File: src/rtl/tqg_pkg.sv
// ----------------------------------------------------------------------------
// tqg_pkg
// Shared types, constants and helper functions of the tile quad generator.
// ----------------------------------------------------------------------------
package tqg_pkg;

  localparam int unsigned ID_W        = 24;
  localparam int unsigned FLIP_W      = 3;
  localparam int unsigned POS_W       = 9;
  localparam int unsigned TPR_W       = 11;
  localparam int unsigned DIM_W       = 9;
  localparam int unsigned SX_W        = 18;
  localparam int unsigned SY_W        = 19;
  localparam int unsigned TEX_W       = 32;
  localparam int unsigned U0_W        = TPR_W + DIM_W;
  localparam int unsigned V0_W        = ID_W + DIM_W;
  localparam int unsigned CHUNK_TILES = 512;
  localparam int unsigned QUEUE_DEPTH = 4;
  localparam int unsigned QPTR_W      = $clog2(QUEUE_DEPTH);
  localparam int unsigned ADDR_W      = 5;
  localparam int unsigned DATA_W      = 32;

  localparam logic [2:0] REG_FIRST_ID      = 3'd0;
  localparam logic [2:0] REG_LAST_ID       = 3'd1;
  localparam logic [2:0] REG_TILES_PER_ROW = 3'd2;
  localparam logic [2:0] REG_SHEET_W       = 3'd3;
  localparam logic [2:0] REG_SHEET_H       = 3'd4;
  localparam logic [2:0] REG_GRID_W        = 3'd5;
  localparam logic [2:0] REG_GRID_H        = 3'd6;

  typedef struct packed {
    logic [ID_W-1:0]  first_id;
    logic [ID_W-1:0]  last_id;
    logic [TPR_W-1:0] tiles_per_row;
    logic [DIM_W-1:0] sheet_w;
    logic [DIM_W-1:0] sheet_h;
    logic [DIM_W-1:0] grid_w;
    logic [DIM_W-1:0] grid_h;
  } cfg_t;

  // one restoring-division step: remainder and dividend/quotient shift word
  typedef struct packed {
    logic [TPR_W-1:0] rem;
    logic [ID_W-1:0]  num;
  } div_t;

  // tile after sheet index split, passed from front to back
  typedef struct packed {
    logic [ID_W-1:0]   quot;
    logic [TPR_W-1:0]  rem;
    logic [POS_W-1:0]  col;
    logic [POS_W-1:0]  row;
    logic [FLIP_W-1:0] flips;
  } tile_t;

  function automatic div_t div_step(div_t s, logic [TPR_W-1:0] d);
    logic [TPR_W:0] r2;
    logic           bit_q;
    div_t           n;
    r2    = {s.rem, s.num[ID_W-1]};
    bit_q = (r2 >= {1'b0, d});
    n.rem = bit_q ? TPR_W'(r2 - {1'b0, d}) : TPR_W'(r2);
    n.num = {s.num[ID_W-2:0], bit_q};
    return n;
  endfunction

  // returns {u_far, v_far}: whether the corner takes the +width / +height edge
  function automatic logic [1:0] tex_sel(logic [FLIP_W-1:0] flips, logic [1:0] corner);
    logic       fh;
    logic       fv;
    logic       fd;
    logic       mx;
    logic       my;
    logic [1:0] src;
    fh  = flips[2];
    fv  = flips[1];
    fd  = flips[0];
    mx  = fd ? fv : fh;
    my  = fd ? fh : fv;
    // diagonal flip exchanges corners 1 and 3
    src = (fd && corner[0]) ? (corner ^ 2'b10) : corner;
    return {(src[0] ^ src[1]) ^ mx, src[1] ^ my};
  endfunction

endpackage

File: src/rtl/tqg_regs.sv
// ----------------------------------------------------------------------------
// tqg_regs
// Configuration register file behind the APB-style port.
// ----------------------------------------------------------------------------
module tqg_regs import tqg_pkg::*; (
  input  logic              clk_i,
  input  logic              rst_ni,
  input  logic              psel,
  input  logic              penable,
  input  logic              pwrite,
  input  logic [ADDR_W-1:0] paddr,
  input  logic [DATA_W-1:0] pwdata,
  output logic [DATA_W-1:0] prdata,
  output logic              pready,
  output cfg_t              cfg_o
);

  cfg_t       cfg_q;
  cfg_t       cfg_d;
  logic       wr_en;
  logic [2:0] idx;

  assign pready = 1'b1;
  assign idx    = paddr[4:2];
  assign wr_en  = psel & penable & pwrite;

  always_comb begin
    cfg_d = cfg_q;
    if (wr_en) begin
      case (idx)
        REG_FIRST_ID:      cfg_d.first_id      = pwdata[ID_W-1:0];
        REG_LAST_ID:       cfg_d.last_id       = pwdata[ID_W-1:0];
        REG_TILES_PER_ROW: cfg_d.tiles_per_row = pwdata[TPR_W-1:0];
        REG_SHEET_W:       cfg_d.sheet_w       = pwdata[DIM_W-1:0];
        REG_SHEET_H:       cfg_d.sheet_h       = pwdata[DIM_W-1:0];
        REG_GRID_W:        cfg_d.grid_w        = pwdata[DIM_W-1:0];
        REG_GRID_H:        cfg_d.grid_h        = pwdata[DIM_W-1:0];
        default: ;
      endcase
    end
  end

  always_ff @(posedge clk_i or negedge rst_ni) begin
    if (!rst_ni) begin
      cfg_q.first_id      <= ID_W'(1);
      cfg_q.last_id       <= '1;
      cfg_q.tiles_per_row <= TPR_W'(1);
      cfg_q.sheet_w       <= DIM_W'(16);
      cfg_q.sheet_h       <= DIM_W'(16);
      cfg_q.grid_w        <= DIM_W'(16);
      cfg_q.grid_h        <= DIM_W'(16);
    end else begin
      cfg_q <= cfg_d;
    end
  end

  always_comb begin
    case (idx)
      REG_FIRST_ID:      prdata = DATA_W'(cfg_q.first_id);
      REG_LAST_ID:       prdata = DATA_W'(cfg_q.last_id);
      REG_TILES_PER_ROW: prdata = DATA_W'(cfg_q.tiles_per_row);
      REG_SHEET_W:       prdata = DATA_W'(cfg_q.sheet_w);
      REG_SHEET_H:       prdata = DATA_W'(cfg_q.sheet_h);
      REG_GRID_W:        prdata = DATA_W'(cfg_q.grid_w);
      REG_GRID_H:        prdata = DATA_W'(cfg_q.grid_h);
      default:           prdata = '0;
    endcase
  end

  assign cfg_o = cfg_q;

endmodule

File: src/rtl/tqg_front.sv
// ----------------------------------------------------------------------------
// tqg_front
// Accepts tiles, drops out-of-range ones and splits the sheet index into
// column and row with a pipelined restoring divider, one bit per stage.
// ----------------------------------------------------------------------------
module tqg_front import tqg_pkg::*; (
  input  logic              clk_i,
  input  logic              rst_ni,
  input  cfg_t              cfg_i,
  input  logic              push_i,
  output logic              full_o,
  input  logic [ID_W-1:0]   tile_id_i,
  input  logic [FLIP_W-1:0] flip_bits_i,
  input  logic [POS_W-1:0]  tile_column_i,
  input  logic [POS_W-1:0]  tile_row_i,
  output logic              q_push_o,
  input  logic              q_full_i,
  output tile_t             q_data_o
);

  localparam int unsigned STAGES = ID_W;

  typedef struct packed {
    div_t              div;
    logic [POS_W-1:0]  col;
    logic [POS_W-1:0]  row;
    logic [FLIP_W-1:0] flips;
  } stage_t;

  logic [STAGES-1:0] vld_q;
  logic [STAGES-1:0] vld_d;
  stage_t            stg_q [STAGES];
  stage_t            stg_d [STAGES];
  logic              adv;
  logic              take;
  logic              in_range;
  logic [TPR_W-1:0]  per_row;
  div_t              init;

  assign adv      = !(vld_q[STAGES-1] && q_full_i);
  assign full_o   = !adv;
  assign q_push_o = vld_q[STAGES-1] && !q_full_i;
  assign per_row  = (cfg_i.tiles_per_row == '0) ? TPR_W'(1) : cfg_i.tiles_per_row;

  assign in_range = (tile_id_i >= cfg_i.first_id) && (tile_id_i <= cfg_i.last_id)
                  && (32'(tile_column_i) < CHUNK_TILES) && (32'(tile_row_i) < CHUNK_TILES);
  assign take     = push_i && adv && in_range;
  assign init.rem = '0;
  assign init.num = tile_id_i - cfg_i.first_id;

  always_comb begin
    vld_d         = {vld_q[STAGES-2:0], take};
    stg_d[0].div   = div_step(init, per_row);
    stg_d[0].col   = tile_column_i;
    stg_d[0].row   = tile_row_i;
    stg_d[0].flips = flip_bits_i;
    for (int s = 1; s < STAGES; s++) begin
      stg_d[s]     = stg_q[s-1];
      stg_d[s].div = div_step(stg_q[s-1].div, per_row);
    end
  end

  always_ff @(posedge clk_i or negedge rst_ni) begin
    if (!rst_ni) begin
      vld_q <= '0;
    end else if (adv) begin
      vld_q <= vld_d;
    end
  end

  always_ff @(posedge clk_i) begin
    if (adv) begin
      for (int s = 0; s < STAGES; s++) begin
        stg_q[s] <= stg_d[s];
      end
    end
  end

  assign q_data_o.quot  = stg_q[STAGES-1].div.num;
  assign q_data_o.rem   = stg_q[STAGES-1].div.rem;
  assign q_data_o.col   = stg_q[STAGES-1].col;
  assign q_data_o.row   = stg_q[STAGES-1].row;
  assign q_data_o.flips = stg_q[STAGES-1].flips;

endmodule

File: src/rtl/tqg_fifo.sv
// ----------------------------------------------------------------------------
// tqg_fifo
// Short queue of classified tiles between front and back.
// ----------------------------------------------------------------------------
module tqg_fifo import tqg_pkg::*; (
  input  logic  clk_i,
  input  logic  rst_ni,
  input  logic  push_i,
  input  tile_t data_i,
  output logic  full_o,
  input  logic  pop_i,
  output logic  empty_o,
  output tile_t data_o
);

  tile_t             mem_q [QUEUE_DEPTH];
  logic [QPTR_W-1:0] wr_q;
  logic [QPTR_W-1:0] wr_d;
  logic [QPTR_W-1:0] rd_q;
  logic [QPTR_W-1:0] rd_d;
  logic [QPTR_W:0]   cnt_q;
  logic [QPTR_W:0]   cnt_d;
  logic              do_push;
  logic              do_pop;

  assign full_o  = (cnt_q == (QPTR_W+1)'(QUEUE_DEPTH));
  assign empty_o = (cnt_q == '0);
  assign do_push = push_i && !full_o;
  assign do_pop  = pop_i && !empty_o;
  assign data_o  = mem_q[rd_q];

  always_comb begin
    wr_d  = do_push ? ((wr_q == QPTR_W'(QUEUE_DEPTH-1)) ? '0 : wr_q + 1'b1) : wr_q;
    rd_d  = do_pop  ? ((rd_q == QPTR_W'(QUEUE_DEPTH-1)) ? '0 : rd_q + 1'b1) : rd_q;
    cnt_d = cnt_q + (QPTR_W+1)'(do_push) - (QPTR_W+1)'(do_pop);
  end

  always_ff @(posedge clk_i or negedge rst_ni) begin
    if (!rst_ni) begin
      wr_q  <= '0;
      rd_q  <= '0;
      cnt_q <= '0;
    end else begin
      wr_q  <= wr_d;
      rd_q  <= rd_d;
      cnt_q <= cnt_d;
    end
  end

  always_ff @(posedge clk_i) begin
    if (do_push) begin
      mem_q[wr_q] <= data_i;
    end
  end

endmodule

File: src/rtl/tqg_back.sv
// ----------------------------------------------------------------------------
// tqg_back
// Scales a classified tile into base positions, then emits its four corner
// vertices through an output register, applying the flip permutation.
// ----------------------------------------------------------------------------
module tqg_back import tqg_pkg::*; (
  input  logic                clk_i,
  input  logic                rst_ni,
  input  cfg_t                cfg_i,
  input  logic                q_empty_i,
  input  tile_t               q_data_i,
  output logic                q_pop_o,
  output logic                empty,
  input  logic                pop,
  output logic [1:0]          corner_o,
  output logic [SX_W-1:0]     screen_x_o,
  output logic signed [SY_W-1:0] screen_y_o,
  output logic [TEX_W-1:0]    tex_u_o,
  output logic [TEX_W-1:0]    tex_v_o,
  output logic                last_corner_o
);

  // base products of the tile in flight
  logic                p_vld_q;
  logic [1:0]          cnt_q;
  logic [U0_W-1:0]     u0_q;
  logic [V0_W-1:0]     v0_q;
  logic [SX_W-1:0]     colp_q;
  logic [SX_W-1:0]     rowp_q;
  logic [FLIP_W-1:0]   flips_q;

  logic                o_vld_q;
  logic [1:0]          o_corner_q;
  logic [SX_W-1:0]     o_sx_q;
  logic [SY_W-1:0]     o_sy_q;
  logic [TEX_W-1:0]    o_u_q;
  logic [TEX_W-1:0]    o_v_q;

  logic                o_adv;
  logic                emit;
  logic                p_load;
  logic [1:0]          sel;
  logic [TEX_W-1:0]    u_sum;
  logic [V0_W:0]       v_sum;
  logic [SX_W-1:0]     sx;
  logic [SY_W-1:0]     sy;

  assign o_adv   = !o_vld_q || pop;
  assign emit    = p_vld_q && o_adv;
  assign p_load  = !q_empty_i && (!p_vld_q || (emit && cnt_q == 2'd3));
  assign q_pop_o = p_load;

  always_comb begin
    sel   = tex_sel(flips_q, cnt_q);
    u_sum = TEX_W'(u0_q) + (sel[1] ? TEX_W'(cfg_i.sheet_w) : '0);
    v_sum = (V0_W+1)'(v0_q) + (sel[0] ? (V0_W+1)'(cfg_i.sheet_h) : '0);
    sx    = colp_q + ((cnt_q[0] ^ cnt_q[1]) ? SX_W'(cfg_i.sheet_w) : '0);
    sy    = SY_W'(rowp_q) + SY_W'(cfg_i.grid_h) - (cnt_q[1] ? '0 : SY_W'(cfg_i.sheet_h));
  end

  always_ff @(posedge clk_i or negedge rst_ni) begin
    if (!rst_ni) begin
      p_vld_q <= 1'b0;
      cnt_q   <= '0;
      o_vld_q <= 1'b0;
    end else begin
      if (p_load) begin
        p_vld_q <= 1'b1;
        cnt_q   <= '0;
      end else if (emit) begin
        p_vld_q <= (cnt_q != 2'd3);
        cnt_q   <= cnt_q + 2'd1;
      end
      if (o_adv) begin
        o_vld_q <= p_vld_q;
      end
    end
  end

  always_ff @(posedge clk_i) begin
    if (p_load) begin
      u0_q    <= U0_W'(q_data_i.rem) * U0_W'(cfg_i.sheet_w);
      v0_q    <= V0_W'(q_data_i.quot) * V0_W'(cfg_i.sheet_h);
      colp_q  <= SX_W'(q_data_i.col) * SX_W'(cfg_i.grid_w);
      rowp_q  <= SX_W'(q_data_i.row) * SX_W'(cfg_i.grid_h);
      flips_q <= q_data_i.flips;
    end
    if (emit) begin
      o_corner_q <= cnt_q;
      o_sx_q     <= sx;
      o_sy_q     <= sy;
      o_u_q      <= u_sum;
      o_v_q      <= (v_sum[V0_W:TEX_W] != '0) ? '1 : v_sum[TEX_W-1:0];
    end
  end

  assign empty         = !o_vld_q;
  assign corner_o      = o_corner_q;
  assign screen_x_o    = o_sx_q;
  assign screen_y_o    = o_sy_q;
  assign tex_u_o       = o_u_q;
  assign tex_v_o       = o_v_q;
  assign last_corner_o = (o_corner_q == 2'd3);

endmodule

File: src/rtl/tile_quad_generator.sv
// ----------------------------------------------------------------------------
// tile_quad_generator
// Turns map tiles into the four corner vertices of a textured quad.
//
//   channel   handshake            payload
//   tile in   push / full          tile_id_i, flip_bits_i, tile_column_i,
//                                  tile_row_i
//   vertex    empty / pop          corner_o, screen_x_o, screen_y_o,
//                                  tex_u_o, tex_v_o, last_corner_o
//   config    psel/penable/pwrite  paddr, pwdata, prdata, pready
//
// A tile in range produces four vertices, one per cycle while pop keeps the
// output register draining, so the sustained tile rate is set by the single
// vertex output port. Before its first vertex is on the outputs, a tile
// enters the first of 24 divider stages at the accepting edge, then
// passes the tile queue, the scaling register and the output register.
// Out-of-range tiles are dropped at the input.
// full rises when the divider pipeline is blocked by a full tile queue.
// No clearing pass after reset.
// ----------------------------------------------------------------------------
module tile_quad_generator import tqg_pkg::*; (
  input  logic                   clk_i,
  input  logic                   rst_ni,
  input  logic                   psel,
  input  logic                   penable,
  input  logic                   pwrite,
  input  logic [ADDR_W-1:0]      paddr,
  input  logic [DATA_W-1:0]      pwdata,
  output logic [DATA_W-1:0]      prdata,
  output logic                   pready,
  input  logic                   push,
  output logic                   full,
  input  logic [ID_W-1:0]        tile_id_i,
  input  logic [FLIP_W-1:0]      flip_bits_i,
  input  logic [POS_W-1:0]       tile_column_i,
  input  logic [POS_W-1:0]       tile_row_i,
  output logic                   empty,
  input  logic                   pop,
  output logic [1:0]             corner_o,
  output logic [SX_W-1:0]        screen_x_o,
  output logic signed [SY_W-1:0] screen_y_o,
  output logic [TEX_W-1:0]       tex_u_o,
  output logic [TEX_W-1:0]       tex_v_o,
  output logic                   last_corner_o
);

  cfg_t  cfg;
  logic  q_push;
  logic  q_full;
  logic  q_pop;
  logic  q_empty;
  tile_t q_wdata;
  tile_t q_rdata;

  tqg_regs u_regs (
    .clk_i   (clk_i),
    .rst_ni  (rst_ni),
    .psel    (psel),
    .penable (penable),
    .pwrite  (pwrite),
    .paddr   (paddr),
    .pwdata  (pwdata),
    .prdata  (prdata),
    .pready  (pready),
    .cfg_o   (cfg)
  );

  tqg_front u_front (
    .clk_i         (clk_i),
    .rst_ni        (rst_ni),
    .cfg_i         (cfg),
    .push_i        (push),
    .full_o        (full),
    .tile_id_i     (tile_id_i),
    .flip_bits_i   (flip_bits_i),
    .tile_column_i (tile_column_i),
    .tile_row_i    (tile_row_i),
    .q_push_o      (q_push),
    .q_full_i      (q_full),
    .q_data_o      (q_wdata)
  );

  tqg_fifo u_fifo (
    .clk_i   (clk_i),
    .rst_ni  (rst_ni),
    .push_i  (q_push),
    .data_i  (q_wdata),
    .full_o  (q_full),
    .pop_i   (q_pop),
    .empty_o (q_empty),
    .data_o  (q_rdata)
  );

  tqg_back u_back (
    .clk_i         (clk_i),
    .rst_ni        (rst_ni),
    .cfg_i         (cfg),
    .q_empty_i     (q_empty),
    .q_data_i      (q_rdata),
    .q_pop_o       (q_pop),
    .empty         (empty),
    .pop           (pop),
    .corner_o      (corner_o),
    .screen_x_o    (screen_x_o),
    .screen_y_o    (screen_y_o),
    .tex_u_o       (tex_u_o),
    .tex_v_o       (tex_v_o),
    .last_corner_o (last_corner_o)
  );

endmodule
File: config.mk
export PLATFORM = sky130hd
export DESIGN_NAME = tile_quad_generator
export DESIGN_NICKNAME = d
export VERILOG_FILES = /design/src/rtl/tqg_pkg.sv /design/src/rtl/tqg_regs.sv /design/src/rtl/tqg_front.sv /design/src/rtl/tqg_fifo.sv /design/src/rtl/tqg_back.sv /design/src/rtl/tile_quad_generator.sv
export SDC_FILE = /design/constraint.sdc
export NUM_CORES = 2
export LEC_CHECK = 0
export BUFFER_PORTS_ARGS = -buffer_cell sky130_fd_sc_hd__buf_2
export CAP_MARGIN = 5
export CORE_MARGIN = 2
export CORE_UTILIZATION = 45
export CTS_CLUSTER_SIZE = 20
export DETAILED_ROUTE_END_ITERATION = 12
export HOLD_SLACK_MARGIN = 0.03
export MAX_ROUTING_LAYER = met4
export PLACE_DENSITY_LB_ADDON = 0.15
export SLEW_MARGIN = 20
export SYNTH_ARGS = -nofsm -noshare
export SYNTH_HDL_FRONTEND = slang
export SYNTH_SLANG_ARGS = --single-unit
export TNS_END_PERCENT = 5
File: constraint.sdc
create_clock -name clk_i -period 26.9 [get_ports clk_i]
set_input_delay 4.035 -clock clk_i [delete_from_list [all_inputs] [get_ports clk_i]]
set_output_delay 4.035 -clock clk_i [all_outputs]
set_load 0.02 [all_outputs]
# Word level (Yosys, flattened, before mapping)
# Memory sizes are Yosys's and may differ from the RTL's.
# Cells that the tools add are included.
dict set report totals {
  elab_cells 182
  n_memories 2
  inputBits 89
  ram_bits 1568
  out_inout_bits 139
  register_bits 325
}
dict set report classes {
  n_bitwise 7
  n_mux 42
  addsub 35
  reduce_logical 30
  n_eq_ne 12
  magnitude_cmp 26
  mul 4
}
# name depth word_bits rd rd_clocked_by_memory_dff wr line_no
set memory_table {}
lappend memory_table {u_front.stg_q 24 56 24 0 24 tqg_front.sv:32} ;# stage_t stg_q [STAGES];
lappend memory_table {u_fifo.mem_q 4 56 1 0 1 tqg_fifo.sv:16} ;# tile_t mem_q [QUEUE_DEPTH];
# cell n
set op_table {}
lappend op_table {{$ge A12 B11 Y1} 23}
lappend op_table {{$mux W11} 25}
lappend op_table {{$sub A11 B11 Y11} 23}
lappend op_table {{$pmux W24 S7} 1}
lappend op_table {{$mul A9 B9 Y18} 2}
lappend op_table {{$mux W9} 4}
lappend op_table {{$add A33 B34 Y34} 1}
lappend op_table {{$mul A24 B9 Y33} 1}
lappend op_table {{$add A20 B32 Y32} 1}
lappend op_table {{$ge A24 B24 Y1} 1}
lappend op_table {{$le A24 B24 Y1} 1}
lappend op_table {{$sub A24 B24 Y24} 1}
lappend op_table {{$mul A11 B9 Y20} 1}
lappend op_table {{$add A18 B9 Y19} 1}
lappend op_table {{$sub A19 B19 Y19} 1}
lappend op_table {{$add A18 B18 Y18} 1}
lappend op_table {{$reduce_and A2 Y1} 7}
lappend op_table {{$eq A3 B3 Y1 const B} 4}
lappend op_table {{$ge A1 B11 Y1} 1}
lappend op_table {{$logic_and A1 B1 Y1} 11}
lappend op_table {{$logic_not A11 Y1} 1}
lappend op_table {{$sub A1 B11 Y11} 1}
lappend op_table {{$mux W2} 5}
lappend op_table {{$eq A2 B2 Y1 const B} 4}
lappend op_table {{14 further kinds} 34}

# Depth between registers and ports, before layout
dict set report depth {
  depth_word 8
  depth_mapped 23
  ltp_nobuf 20
}

# By module
# Synthesis repeated with hierarchy kept, for this count alone.
dict set report hier_totals {
  hier_cells 6882
  area_unflattened_um2 95775.6
}
# module seq_area_each_um2 cells_each area_each_um2 instances
set by_module_without_submodules {}
lappend by_module_without_submodules {tqg_front 40959.3 3728 58491.1 1}
lappend by_module_without_submodules {tqg_back 5625.4 2490 23955.5 1}
lappend by_module_without_submodules {tqg_fifo 6901.6 332 8541.9 1}
lappend by_module_without_submodules {tqg_regs 2414.8 332 4787.1 1}

# Least setup slack after synthesis
# No wires, ideal clock.
dict set report synth_path {
  path_kind {reg2reg}
  from {register u_fifo.cnt_q[1]}
  to {memory u_front.stg_q[0][0] (netlist name), enable pin}
  required_ns 25.220
  synth_period_minus_slack_ns 28.695
  setup_ns 1.680
  stages_incl_launch_ff 6
  t_arrival_ns 27.015
  slack_ns -1.795
  n_path_buf 2
  cell_sequence {dfrtp_1 > nor2_1 > and3_1 > clkbuf_1 > clkbuf_1 > inv_1}
}
# element line_no
set synth_lines {}
lappend synth_lines {{from (decl)} tqg_fifo.sv:21} ;# logic [QPTR_W:0] cnt_q;
lappend synth_lines {{from (signal assigned)} tqg_fifo.sv:46} ;# cnt_q <= cnt_d;
lappend synth_lines {{to (decl)} tqg_front.sv:32}

# Worst setup path after layout
dict set report layout_path {
  from {input paddr[3]}
  to {output prdata[4]}
}
dict set report layout_via {
  elab_chain_cells 2
  word_cells_on_any_way 8
  cone_classes {eq/ne: 6; mux: 1; reduce/logical: 1}
}
# element line_no
set layout_lines {}
lappend layout_lines {{from (decl)} tile_quad_generator.sv:27} ;# input logic [ADDR_W-1:0] paddr,
lappend layout_lines {{$eq A3 B3 Y1 (tied with other cells)} tqg_regs.sv:58} ;# case (idx)
lappend layout_lines {{$pmux W24 S7 *} tqg_regs.sv:58}
lappend layout_lines {{to (decl)} tile_quad_generator.sv:29} ;# output logic [DATA_W-1:0] prdata,
# Mark *: on every way between the ends. The rest lies on a longest branch, timed or not.

==> summary.md <==
The routed length per placed instance is 18.0 um. The clock drives 1882 sinks. The most used flip-flop cell after synthesis is edfxtp_1.

For met3 alone, demand over resource in global routing was 2.57%. The relative max-transition margin was 28.9%; the vias per cell was 5.13. The net count of the finished layout is 8193. The worst clock skew on the final layout came out at 0.0741 ns. After synthesis the netlist holds a flip-flop and latch count of 1882. In this run the worst path has a maximum fanout of 23. The number of max-capacitance violations reported was 0.

TritonCTS built the clock tree. The die covers 210000 um2. Setup repair after global routing left no endpoint under its margin. The synthesized netlist contains 75 unique library cells. In this run, post-CTS repair resized a total of 0 instances.

Prior to clock tree synthesis, the placed netlist has a worst setup slack of 16.76 ns. Clock tree synthesis inserted a total of 192 buffers. The number of buffers added for setup after CTS was 0. Fill cells in the final layout number 17400. CTS placed an instance of clkbuf_16 at the clock tree root. The critical path in this run is classified as in -> out. The estimated wirelength of the detail-placed design came out at 123000 um. For the floorplan row count, the log shows 166. The worst setup path is launched from a primary input.

At the worst endpoint, the arrival time is 6.15 ns. The quantity of hold-fixing buffers added after cts came out at 0. The flow ran to the end, and the final reports show no timing, DRC or antenna violations. Launching instance or port of the critical path: paddr[3]. The worst path in the final design needs a cycle of 10.18 ns, including I/O delays and setup. The boundary pin count is 228.

From left edge to right edge, the die measures 458 um. The H-tree was split into 4 levels. Endpoint of the worst-slack reg-to-reg timing path: u_back.v0_q[31]. The post-CTS clock slew at the launch and capture registers of the worst setup and hold paths is 0.06 ns, and the register area share after synthesis is 60.3%. The worst register-to-register path begins at u_fifo.rd_q[0]. Number of iterations in the first detailed-routing pass: 5. The later pin in the worst-skew pair is clocked with a latency of 0.86 ns. The aggregate negative setup slack was 0 ns. For the maximum buffer depth of the clock tree, the log shows 3. In the synthesized netlist the async set-or-reset flop fraction comes to 6.91%.

Across every metal layer, demand over resource in global routing totals 17.9%. The global-route met2 utilization came out at 27.9%. The detailed router finished its first iteration with 3648 violations.

After layout, the worst setup slack is 16.72 ns. In this run the standard cell core region covers 205000 um2. The count of buffers added on input and output ports is 197.

The count of yosys warnings during synthesis was 0. The worst reg2reg path depth is 17, and the final-report hold violation count is 0. The maximum number of pins on one net before global-route repair was 198; the height of the die was 458 um. For the synthesized netlist cell count, the log shows 6903. The endpoint of the worst setup timing path is prdata[4].

The congestion estimate from routability-driven global placement came to 0.871. The number of global-route vias before repair was 51800. After synthesis the cells add up to 92700 um2.

After detailed routing, the number of remaining DRC violations is 0. The tightest min-delay check is of the reg -> reg type. A synthesized cell averages 13.4 um2. The final global-route overflow total was 0; the vias after detailed routing was 51700.

The met1 capacity usage during global routing is 24.4%, and the transition time at the pin with the least slew margin is 1.07 ns. The first global-routing pass estimated 289000 um of wire. In this run the most used layer during global routing was met2. Setup violations remaining at the end of the flow were counted as 0. For this configuration, the core starts out at a cell density of 45.3%.

The initial antenna violation count is 17, and the required time reported for the critical path endpoint is 22.86 ns. The count of nets left with antenna violations once routing finished came out at 0. Cells with a size suffix above 1 make up 9.90% of the layout. The slack of the worst reg-to-reg path was 19.75 ns; the max-slew violation total from the final report was 0.

The category of the worst setup path capture point was a primary output. The number of enable-type register cells in the synthesized netlist was 1752; the final worst-path cycle share was 37.9%. The timing-limited maximum frequency was 0.0982 GHz. Compared with the post-synthesis result, the final layout area differs by 11.5%. The final layout contains routed wiring with a total length of 181000 um.
[final cells by class]
cell class                 instances  area [um2]  area share (%)
antenna                            6        15.0          0.0145
clock buffer                     236        4990            4.83
clock inverter                   122        1360            1.32
inverter                         772        2900            2.81
multi-input combinational       4119       33400            32.3
sequential                      1882       55900            54.1
tap                             2688        3360            3.25
timing repair buffer             255        1440            1.39
[placed cells by master (no fill, tap or decap), types with 26 or more instances in the layout]
master / synthesis / routed
buf_4: 21 / 57
ha_1: 526 / 526
nor3_1: 116 / 115
a21boi_0: 62 / 62
mux2i_1: 33 / 33
nand3_1: 57 / 57
a211oi_1: 26 / 26
mux4_2: 63 / 63
edfxtp_1: 1752 / 1752
o31ai_1: 86 / 86
inv_1: 772 / 761
nor2b_1: 78 / 78
nor2_1: 288 / 284
nand2b_1: 48 / 47
xnor2_1: 177 / 177
o21a_1: 51 / 51
clkinv_1: 0 / 42
a21oi_1: 269 / 268
buf_2: 4 / 196
fa_1: 356 / 356
nand2_1: 684 / 684
dfrtp_1: 100 / 97
a21o_1: 102 / 102
nand4_1: 63 / 63
dfstp_2: 30 / 30
o21ai_0: 353 / 352
mux2_2: 65 / 65
clkbuf_1: 111 / 42
xor2_1: 103 / 103
and2_1: 275 / 271
clkbuf_16: 0 / 192
clkinv_2: 0 / 29
[worst min path at each step]
stage,start,endpoint,slack [ns],cells after the start
3_3_place_gp,u_front.stg_q[0][399],u_front.stg_q[1][7],0.40,0
4_1_cts,u_front.stg_q[1][189],u_front.stg_q[1][246],0.38,0
2_1_floorplan,u_front.stg_q[0][43],u_front.stg_q[0][100],0.40,0
3_5_place_dp,u_front.stg_q[0][57],u_front.stg_q[0][113],0.40,0
5_1_grt,u_front.stg_q[1][87],u_front.stg_q[1][144],0.39,0
6_report,u_front.stg_q[2][309],u_front.stg_q[2][366],0.39,0
[cells by family (layout without fill, tap and decap cells)]
group / count (synthesis) / in the layout / share of synthesized area, %
AOI/OAI and AO/OA: 1067 / 1067 / 7.03
muxes: 161 / 161 / 2.68
other: 2 / 26 / 0.00810
adders and majority gates: 882 / 882 / 14.8
and+or+nand+nor: 1709 / 1709 / 8.75
DFF: 1882 / 1882 / 60.3
xor gates and xnor gates: 280 / 280 / 2.64
buffers and inverters: 920 / 1385 / 3.83
[Yosys cell counts, drive strengths merged, types with 33 or more instances]
cell type | count | area share [%]
a21boi | 63 | 0.51
a21o | 102 | 0.83
a21oi | 269 | 1.5
and2 | 276 | 1.9
buf | 37 | 0.26
clkbuf | 111 | 0.45
dfrtp | 100 | 2.7
edfxtp | 1752 | 57
fa | 356 | 7.7
ha | 526 | 7.1
inv | 772 | 3.1
mux2 | 65 | 0.79
mux2i | 33 | 0.36
mux4 | 63 | 1.5
nand2 | 684 | 2.8
nand2b | 48 | 0.32
nand3 | 58 | 0.32
nand4 | 63 | 0.42
nor2 | 288 | 1.2
nor2b | 78 | 0.53
nor3 | 116 | 0.63
o21a | 51 | 0.41
o21ai | 354 | 1.9
o31ai | 86 | 0.70
xnor2 | 177 | 1.7
xor2 | 103 | 0.97
[through the flow]
stage	utilization (%)	instances	hold slack, ns	cell area [um2]
finish	50.5	10100	0.388	103000
global route	50.5	10100	0.395	103000
CTS	50.5	10100	0.377	103000
detailed placement	47.4	9716	0.405	97000
global placement	47.4	9716	0.401	97000
floorplan	-	6921	0.400	92800
[routing by layer]
metal | wire [um] | share of wire, %
met5 | 0 | 0
met4 | 5590 | 3.1
met3 | 7710 | 4.2
met2 | 84400 | 47
met1 | 83700 | 46
[worst max-delay path, cell delays in order]
cell     delay, ns
buf_2         0.44
nor2b_1       0.83
a21oi_1       0.25
a21oi_1       0.35
buf_2         0.23
[flip-flops by register name, summed over array words and instances (netlist names), 19 cells and up]
register	flops
u_front.stg_q	1344
u_fifo.mem_q	224
u_regs.cfg_o	95
u_back.v0_q	33
u_back.tex_v_o	32
u_front.vld_q	24
u_back.tex_u_o	21
u_back.u0_q	20
u_back.screen_y_o	19
Power is not shown: default switching activity piles up to over one toggle a cycle in this logic, so the estimate is an artifact.
